### config.mk
export PLATFORM = sky130hd
export DESIGN_NAME = lts_proc_bank
export DESIGN_NICKNAME = d
export VERILOG_FILES = /design/src/rtl/lts_pkg.sv /design/src/rtl/lts_proc_bank.sv
export VERILOG_INCLUDE_DIRS = /design/src /design/src/rtl
export SDC_FILE = /design/constraint.sdc
export NUM_CORES = 1
export LEC_CHECK = 0
export ABC_AREA = 1
export BUFFER_PORTS_ARGS = -buffer_cell sky130_fd_sc_hd__buf_4
export CORE_MARGIN = 2
export CORE_UTILIZATION = 60
export CTS_CLUSTER_SIZE = 14
export DETAILED_ROUTE_END_ITERATION = 10
export GPL_TIMING_DRIVEN = 0
export HOLD_SLACK_MARGIN = 0.05
export PLACE_DENSITY = 0.78
export SYNTH_ARGS = -nofsm -noshare
export SYNTH_HDL_FRONTEND = slang
export SYNTH_SLANG_ARGS = --single-unit
### constraint.sdc
create_clock -name clk_i -period 10.4 [get_ports clk_i]
set_input_delay 1.04 -clock clk_i [delete_from_list [all_inputs] [get_ports clk_i]]
set_output_delay 1.04 -clock clk_i [all_outputs]
set_load 0.01 [all_outputs]
### src/rtl/list_task_scheduler_macros.svh
`ifndef LIST_TASK_SCHEDULER_MACROS_SVH
`define LIST_TASK_SCHEDULER_MACROS_SVH

// Same-cycle implication on clk_i, off while rst_ni is low.
`define LTS_ASSERT_NOW(name, pre, post, msg) \
  name: assert property (@(posedge clk_i) disable iff (!rst_ni) (pre) |-> (post)) \
    else $error(msg);

// Next-cycle implication on clk_i, off while rst_ni is low.
`define LTS_ASSERT_NEXT(name, pre, post, msg) \
  name: assert property (@(posedge clk_i) disable iff (!rst_ni) (pre) |=> (post)) \
    else $error(msg);

`endif

### src/rtl/lts_pkg.sv
package lts_pkg;

  localparam int unsigned MaxProcessors = 8;
  localparam int unsigned MaxTasks      = 256;

  // Processors compared per scan step (one memory row)
  localparam int unsigned ScanLanes = 4;
  localparam int unsigned LaneW     = 2;

  localparam int unsigned OpW      = 2;
  localparam int unsigned TaskIdW  = 8;
  localparam int unsigned ExecW    = 16;
  localparam int unsigned TimeW    = 32;
  localparam int unsigned ProcOutW = 3;
  localparam int unsigned NumProcW = 4;
  localparam int unsigned ApbDataW = 32;
  localparam int unsigned ApbAddrW = 3;

  // Register index, taken from paddr[2]
  localparam logic RegNumProcessors = 1'b0;

  typedef enum logic [OpW-1:0] {
    OpAddDep = 2'd0,
    OpPlace  = 2'd1,
    OpClear  = 2'd2
  } op_e;

  typedef enum logic [2:0] {
    StIdle,
    StDep,
    StScan,
    StPlace,
    StCommit
  } state_e;

  typedef logic [TimeW-1:0] time_t;

  typedef struct packed {
    logic  valid;
    time_t finish;
  } task_ent_t;

  typedef struct packed {
    logic  clear;
    logic  scan_start;
    logic  commit;
    time_t commit_free;
    time_t commit_delta;
  } proc_ctrl_t;

  typedef struct packed {
    logic                busy;
    logic                scan_done;
    time_t               best_free;
    time_t               load_new;
    logic [ProcOutW-1:0] proc_idx;
  } proc_stat_t;

  function automatic time_t sat_add(time_t a, time_t b);
    logic [TimeW:0] s;
    s = {1'b0, a} + {1'b0, b};
    return s[TimeW] ? '1 : s[TimeW-1:0];
  endfunction

endpackage

### src/rtl/lts_proc_bank.sv
`include "list_task_scheduler_macros.svh"

module lts_proc_bank #(
  parameter int unsigned MAX_PROCESSORS = lts_pkg::MaxProcessors
) (
  input  logic                          clk_i,
  input  logic                          rst_ni,
  input  logic [lts_pkg::NumProcW-1:0]  num_processors_i,
  input  lts_pkg::proc_ctrl_t           ctrl_i,
  output lts_pkg::proc_stat_t           stat_o
);

  localparam int unsigned NumGroups = (MAX_PROCESSORS + lts_pkg::ScanLanes - 1) /
                                      lts_pkg::ScanLanes;
  localparam int unsigned GrpW      = (NumGroups > 1) ? $clog2(NumGroups) : 1;
  localparam int unsigned CntW      = $clog2(MAX_PROCESSORS + 1);
  localparam int unsigned LaneW     = lts_pkg::LaneW;
  localparam int unsigned Lanes     = lts_pkg::ScanLanes;

  // Rows of free time and busy load, one processor per lane
  lts_pkg::time_t free_mem [NumGroups][Lanes];
  lts_pkg::time_t load_mem [NumGroups][Lanes];
  lts_pkg::time_t row_free_q [Lanes];
  lts_pkg::time_t row_load_q [Lanes];

  logic             clr_busy_q;
  logic [GrpW-1:0]  clr_row_q;

  logic             iss_act_q, iss_act_d;
  logic [GrpW-1:0]  iss_grp_q, iss_grp_d;
  logic             cmp_v_q, cmp_v_d;
  logic [GrpW-1:0]  cmp_grp_q, cmp_grp_d;
  logic             cmp_last_q, cmp_last_d;
  logic             done_q, done_d;

  logic             best_valid_q, best_valid_d;
  lts_pkg::time_t   best_free_q, best_free_d;
  lts_pkg::time_t   best_load_q, best_load_d;
  logic [GrpW-1:0]  best_grp_q, best_grp_d;
  logic [LaneW-1:0] best_lane_q, best_lane_d;

  logic [CntW-1:0]  count;
  logic             issue;
  logic [GrpW-1:0]  issue_grp;
  logic             issue_last;
  logic             lane_ok [Lanes];

  logic             b1, b3, b23;
  logic             w01_ok, w23_ok, g_ok;
  lts_pkg::time_t   w01_t, w23_t, g_t, w01_ld, w23_ld, g_ld;
  logic [LaneW-1:0] w01_l, w23_l, g_l;
  logic             take;
  logic [31:0]      idx_ext;

  // Clamp the processor count into 1..MAX_PROCESSORS
  always_comb begin
    if (num_processors_i == '0) begin
      count = CntW'(1);
    end else if (32'(num_processors_i) > MAX_PROCESSORS) begin
      count = CntW'(MAX_PROCESSORS);
    end else begin
      count = CntW'(num_processors_i);
    end
  end

  // Issue one row read per cycle until the last row in use
  assign issue      = ctrl_i.scan_start | iss_act_q;
  assign issue_grp  = ctrl_i.scan_start ? '0 : iss_grp_q;
  assign issue_last = (32'(issue_grp) * Lanes + Lanes) >= 32'(count);

  always_comb begin
    iss_act_d  = iss_act_q;
    iss_grp_d  = iss_grp_q;
    cmp_v_d    = 1'b0;
    cmp_grp_d  = cmp_grp_q;
    cmp_last_d = 1'b0;
    if (issue) begin
      iss_act_d  = !issue_last;
      iss_grp_d  = issue_grp + 1'b1;
      cmp_v_d    = 1'b1;
      cmp_grp_d  = issue_grp;
      cmp_last_d = issue_last;
    end
  end

  // Pick the earliest free lane of the row, lower lane on ties
  always_comb begin
    for (int l = 0; l < Lanes; l++) begin
      lane_ok[l] = (32'(cmp_grp_q) * Lanes + 32'(l)) < 32'(count);
    end
    b1     = lane_ok[1] && (!lane_ok[0] || row_free_q[1] < row_free_q[0]);
    w01_ok = lane_ok[0] | lane_ok[1];
    w01_t  = b1 ? row_free_q[1] : row_free_q[0];
    w01_ld = b1 ? row_load_q[1] : row_load_q[0];
    w01_l  = b1 ? LaneW'(1) : LaneW'(0);
    b3     = lane_ok[3] && (!lane_ok[2] || row_free_q[3] < row_free_q[2]);
    w23_ok = lane_ok[2] | lane_ok[3];
    w23_t  = b3 ? row_free_q[3] : row_free_q[2];
    w23_ld = b3 ? row_load_q[3] : row_load_q[2];
    w23_l  = b3 ? LaneW'(3) : LaneW'(2);
    b23    = w23_ok && (!w01_ok || w23_t < w01_t);
    g_ok   = w01_ok | w23_ok;
    g_t    = b23 ? w23_t : w01_t;
    g_ld   = b23 ? w23_ld : w01_ld;
    g_l    = b23 ? w23_l : w01_l;
    take   = cmp_v_q && g_ok && (!best_valid_q || g_t < best_free_q);
  end

  // Merge the row winner into the running best
  always_comb begin
    best_valid_d = best_valid_q;
    best_free_d  = best_free_q;
    best_load_d  = best_load_q;
    best_grp_d   = best_grp_q;
    best_lane_d  = best_lane_q;
    done_d       = done_q;
    if (ctrl_i.scan_start) begin
      best_valid_d = 1'b0;
      done_d       = 1'b0;
    end else begin
      if (take) begin
        best_valid_d = 1'b1;
        best_free_d  = g_t;
        best_load_d  = g_ld;
        best_grp_d   = cmp_grp_q;
        best_lane_d  = g_l;
      end
      if (cmp_v_q && cmp_last_q) begin
        done_d = 1'b1;
      end
    end
  end

  always_ff @(posedge clk_i or negedge rst_ni) begin
    if (!rst_ni) begin
      iss_act_q    <= 1'b0;
      iss_grp_q    <= '0;
      cmp_v_q      <= 1'b0;
      cmp_grp_q    <= '0;
      cmp_last_q   <= 1'b0;
      done_q       <= 1'b0;
      best_valid_q <= 1'b0;
      best_grp_q   <= '0;
      best_lane_q  <= '0;
    end else begin
      iss_act_q    <= iss_act_d;
      iss_grp_q    <= iss_grp_d;
      cmp_v_q      <= cmp_v_d;
      cmp_grp_q    <= cmp_grp_d;
      cmp_last_q   <= cmp_last_d;
      done_q       <= done_d;
      best_valid_q <= best_valid_d;
      best_grp_q   <= best_grp_d;
      best_lane_q  <= best_lane_d;
    end
  end

  always_ff @(posedge clk_i) begin
    best_free_q <= best_free_d;
    best_load_q <= best_load_d;
  end

  // Sweep rows to zero after reset and on clear
  always_ff @(posedge clk_i or negedge rst_ni) begin
    if (!rst_ni) begin
      clr_busy_q <= 1'b1;
      clr_row_q  <= '0;
    end else if (ctrl_i.clear) begin
      clr_busy_q <= 1'b1;
      clr_row_q  <= '0;
    end else if (clr_busy_q) begin
      if (clr_row_q == GrpW'(NumGroups - 1)) begin
        clr_busy_q <= 1'b0;
      end
      clr_row_q <= clr_row_q + 1'b1;
    end
  end

  // Row memory: write back the chosen lane, read one row a cycle
  always_ff @(posedge clk_i) begin
    for (int l = 0; l < Lanes; l++) begin
      if (clr_busy_q) begin
        free_mem[clr_row_q][l] <= '0;
        load_mem[clr_row_q][l] <= '0;
      end else if (ctrl_i.commit && best_lane_q == LaneW'(l)) begin
        free_mem[best_grp_q][l] <= ctrl_i.commit_free;
        load_mem[best_grp_q][l] <= stat_o.load_new;
      end
    end
    if (issue) begin
      row_free_q <= free_mem[issue_grp];
      row_load_q <= load_mem[issue_grp];
    end
  end

  assign idx_ext = 32'(best_grp_q) * Lanes + 32'(best_lane_q);

  always_comb begin
    stat_o.busy      = clr_busy_q;
    stat_o.scan_done = done_q;
    stat_o.best_free = best_free_q;
    stat_o.load_new  = lts_pkg::sat_add(best_load_q, ctrl_i.commit_delta);
    stat_o.proc_idx  = idx_ext[lts_pkg::ProcOutW-1:0];
  end

  `LTS_ASSERT_NEXT(a_scan_finds_best, cmp_v_q && cmp_last_q && !ctrl_i.scan_start,
                   done_q && best_valid_q, "scan ended without a chosen processor")
  `LTS_ASSERT_NOW(a_commit_after_scan, ctrl_i.commit, done_q && best_valid_q,
                  "commit without a finished scan")

endmodule

==> metrics.md <==
| Metric | Value |
|---|---|
| Power density cells | 314 nW/um^2 |
| Antenna-violating nets left | 0 |
| Final worst-path cycle share | 91.6% |
| Sequential area share after synthesis | 70.6% |
| Top_reg_cell synth | edfxtp_1 |
| Achievable Freq | 105 MHz |
| Chip Height | 248 um |
| Worst-Skew Late Latency | 0.65 ns |
| Worst Setup End Kind | flip-flop |
| Final setup fails | 0 |
| Met1 usage | 35.3% |
| Initial antenna violation count | 2 |
| Setup Fix Bufs, Post-CTS | 0 |
| HP Class | input pin to asynchronous set/reset pin |
| Port Buffers | 141 |
| EDFF count, synth | 832 |
| Clock Path Buffers | 3 |
| Hold_buf cts | 0 |
| Core ar. | 59,000 um^2 |
| Max-slew headroom | a little under an eighth |
| Seq pwr share | 40.2% |
| Vias | about 23k |
| CP max stage cell | buf_1 |
| Int Power | 8.28 mW |
| Crit-path max cell delay | 0.80 ns |
| HPWL Detailed | 58,900 um |
| FF+latch count, synth | 844 |
| Clock Power Share | 24.4% |
| Vias per cell | 5.80 |
| Met2 GRT Util | 51.1% |
| CTS tree | yes |
| Worst setup path class | flip-flop to flip-flop |
| Slew at the pin closest to its max-slew limit | about 1.3 ns |
| Die width | 248 um |
| Antenna diodes | 0 |
| Clock Tree Root | clkbuf_16 |
| Starting Density | about 60% |
| Clock transition at the registers of the reported paths | ~0.060 ns |
| Crit path launch type | flip-flop |
| Clk sinks | 844 |
| Post-layout util | 70.0% |
| Post-Syn Nets | 3,178 |
| DRT Wirelength | 88,600 um |
| I/O pin count | roughly 140 |
| Status | completed |
| DP Area | 38,400 um^2 |
| Fin. Hold Viols | 0 |
| Crit path time final | 9.52 ns |
| Post-synthesis cell area | roughly 36,000 um^2 |
| RSZ-0062 raised after global routing | false |
| Max Cap Violations | 0 |
| CTS Buf Count | 84 |
| Yosys Warn Count | 0 |
| Busiest grt layer | met2 |
| CP required | approximately 11 ns |
| Drt pass-1 iters | 6 |
| Initial DRC count | 2,154 |
| Vias in the first global route | between 20k and 25k |
| Fin. max-slew vios | 0 |
| All-layer global routing usage | 29.2% |
| GP Congestion | around 0.95 |
| CP Data Arrival Time | 9.84 ns |
| Avg WL per Cell | between 20 and 25 um |
| Layout area overhead | 15.3% |
| Reg2Reg Setup Slack | around 0.88 ns |
| Layout Skew | approximately 0.021 ns |
| Leakage | about 17 nW |
| Post-CTS sizing | 0 |
| Grt met3 use | 5.17% |
| Die area | slightly above 60,000 um^2 |
| Worst path most repeated cell | nand2_1 |
| Net load switching power | 4.69 mW |
| H-Tree Depth | 3 |
| Largest net degree at the start of global routing | 134 |
| Mean area per synthesized cell | ~12 um^2 |
| FFs w/ async S/R, synth | 1.42% |
| DRC viols | 0 |
| Share of post-route cells with drive strength above 1 | 12.3% |
| Std cell rows | 89 |
| Design area | 41,300 um^2 |
| Global-route wire length before repair | 133,000 um |
| Part of the power in combinational logic | a little over a third |
| Nets@finish | 3,427 |
| Overflow after GRT | 0 |
| Critical Path Fanout Max | 33 |
| Maximum vdd ir drop | around 210 uV |
| Switch share | 36.2% |
| Yosys cell types | 49 |
| Cells after synthesis | 2,944 |
==> cells in the final DEF, fill, tap and decap left out, types with 8 or more instances in the layout <==
master,n
nand2_1,1017
edfxtp_1,832
inv_1,207
ha_1,160
buf_4,145
a21oi_1,131
o21ai_0,112
clkbuf_1,107
nor2_1,99
clkbuf_16,87
or2_2,40
o211ai_1,33
mux2i_1,32
nand3_1,29
nand2_2,17
xor2_1,16
clkinv_2,14
buf_12,13
clkinv_1,12
nor3_1,11
dfrtp_1,11
bufinv_16,11
nand4_1,10
buf_16,9
a211oi_1,8
nand3_2,8
nor2_4,8
==> cell families (layout without fill, tap and decap cells) <==
| family | Yosys count | after routing | share of synthesized area [%] |
|---|---|---|---|
| adders and majority gates | 161 | 161 | 5.64 |
| AOI/OAI and AO/OA | 315 | 315 | 4.96 |
| buffers and inverters | 324 | 640 | 3.49 |
| DFF | 844 | 844 | 70.6 |
| xor gates and xnor gates | 23 | 23 | 0.562 |
| and+or+nand+nor | 1245 | 1245 | 13.9 |
| muxes | 32 | 32 | 0.894 |
==> cells in the mapped netlist, types with 10 or more instances <==
library cell	instances	share of area [%]
nor3_1	11	0.15
nand2_1	1017	11
xor2_1	16	0.39
dfrtp_1	11	0.77
mux2i_1	32	0.89
or2_2	40	0.70
inv_1	209	2.2
a21oi_1	131	1.8
nor2_1	107	1.1
nand3_1	29	0.41
o21ai_0	112	1.6
nand2_2	17	0.30
clkbuf_1	95	1.0
ha_1	160	5.6
nand4_1	10	0.17
o211ai_1	33	0.69
edfxtp_1	832	70
==> through the flow <==
step | instances | hold slack [ns] | worst slack [ns] | TNS [ns] | total power, mW
2_1_floorplan | 2944 | 0.456 | 3.30 | 0 | 7.94
3_3_place_gp | 3858 | 0.480 | -0.695 | -43.95 | 9.52
3_5_place_dp | 3880 | 0.485 | 0.786 | 0 | 9.76
4_1_cts | 4033 | 0.221 | 1.11 | 0 | 12.9
5_1_grt | 4033 | 0.227 | 0.587 | 0 | 13.6
6_report | 4033 | 0.229 | 0.876 | 0 | 13.0
==> sequential cells by signal (all words and copies together), names as in the netlist <==
name and count:
row_load_q 128, clr_row_q 1, best_grp_q 1, iss_grp_q 1, iss_act_q 1, best_load_q 32, best_free_q 32, cmp_last_q 1
clr_busy_q 1, row_free_q 128, load_mem 256, done_q 1, cmp_grp_q 1, free_mem 256, best_valid_q 1, cmp_v_q 1
best_lane_q 2
==> power by group through the flow <==
stage                     logic, mW  registers, mW  clock network [mW]
after floorplan                2.69           5.25                   0
after global placement         4.17           5.34                   0
after detailed placement       4.50           5.25                   0
after CTS                      4.56           5.20                3.16
after global routing           5.03           5.27                3.29
final                          4.60           5.21                3.16
==> path summary, 6_finish.rpt <==
kind,startpoint,end,cells past startpoint
worst min-delay path,rst_ni,iss_act_q,1
worst min register to register,cmp_last_q,done_q,2
min in group clk_i,cmp_last_q,done_q,2
worst max register to register,row_free_q[15],best_load_q[25],42
worst max-delay path,row_free_q[15],best_load_q[25],42
max in group asynchronous,rst_ni,clr_busy_q,1
==> critical path, delay by kind of cell, from the launching register on <==
kind / cells / cell delay (ns)
AOI/OAI and AO/OA: 10 / 1.89
adders and majority gates: 3 / 1.02
buffers and inverters: 7 / 3.25
DFF: 1 / 0.41
and+or+nand+nor: 22 / 2.56
==> cell type report <==
type	instances	area, um^2
plain buffers	105	427
clock buffers	106	2320
clock inverters	47	554
fillers	3865	17700
inverters	219	835
multi-input cells	1776	9350
flip-flops and latches	844	25300
well taps	773	967
repair buffers	163	1570
==> routing by layer <==
layer / vias up / routed length (um)
met5: - / 23
met3: 254 / 6870
li1: 10600 / -
met1: 11400 / 32600
met2: 1062 / 45100
met4: 4 / 3980
(Power assumes the default switching activity.)
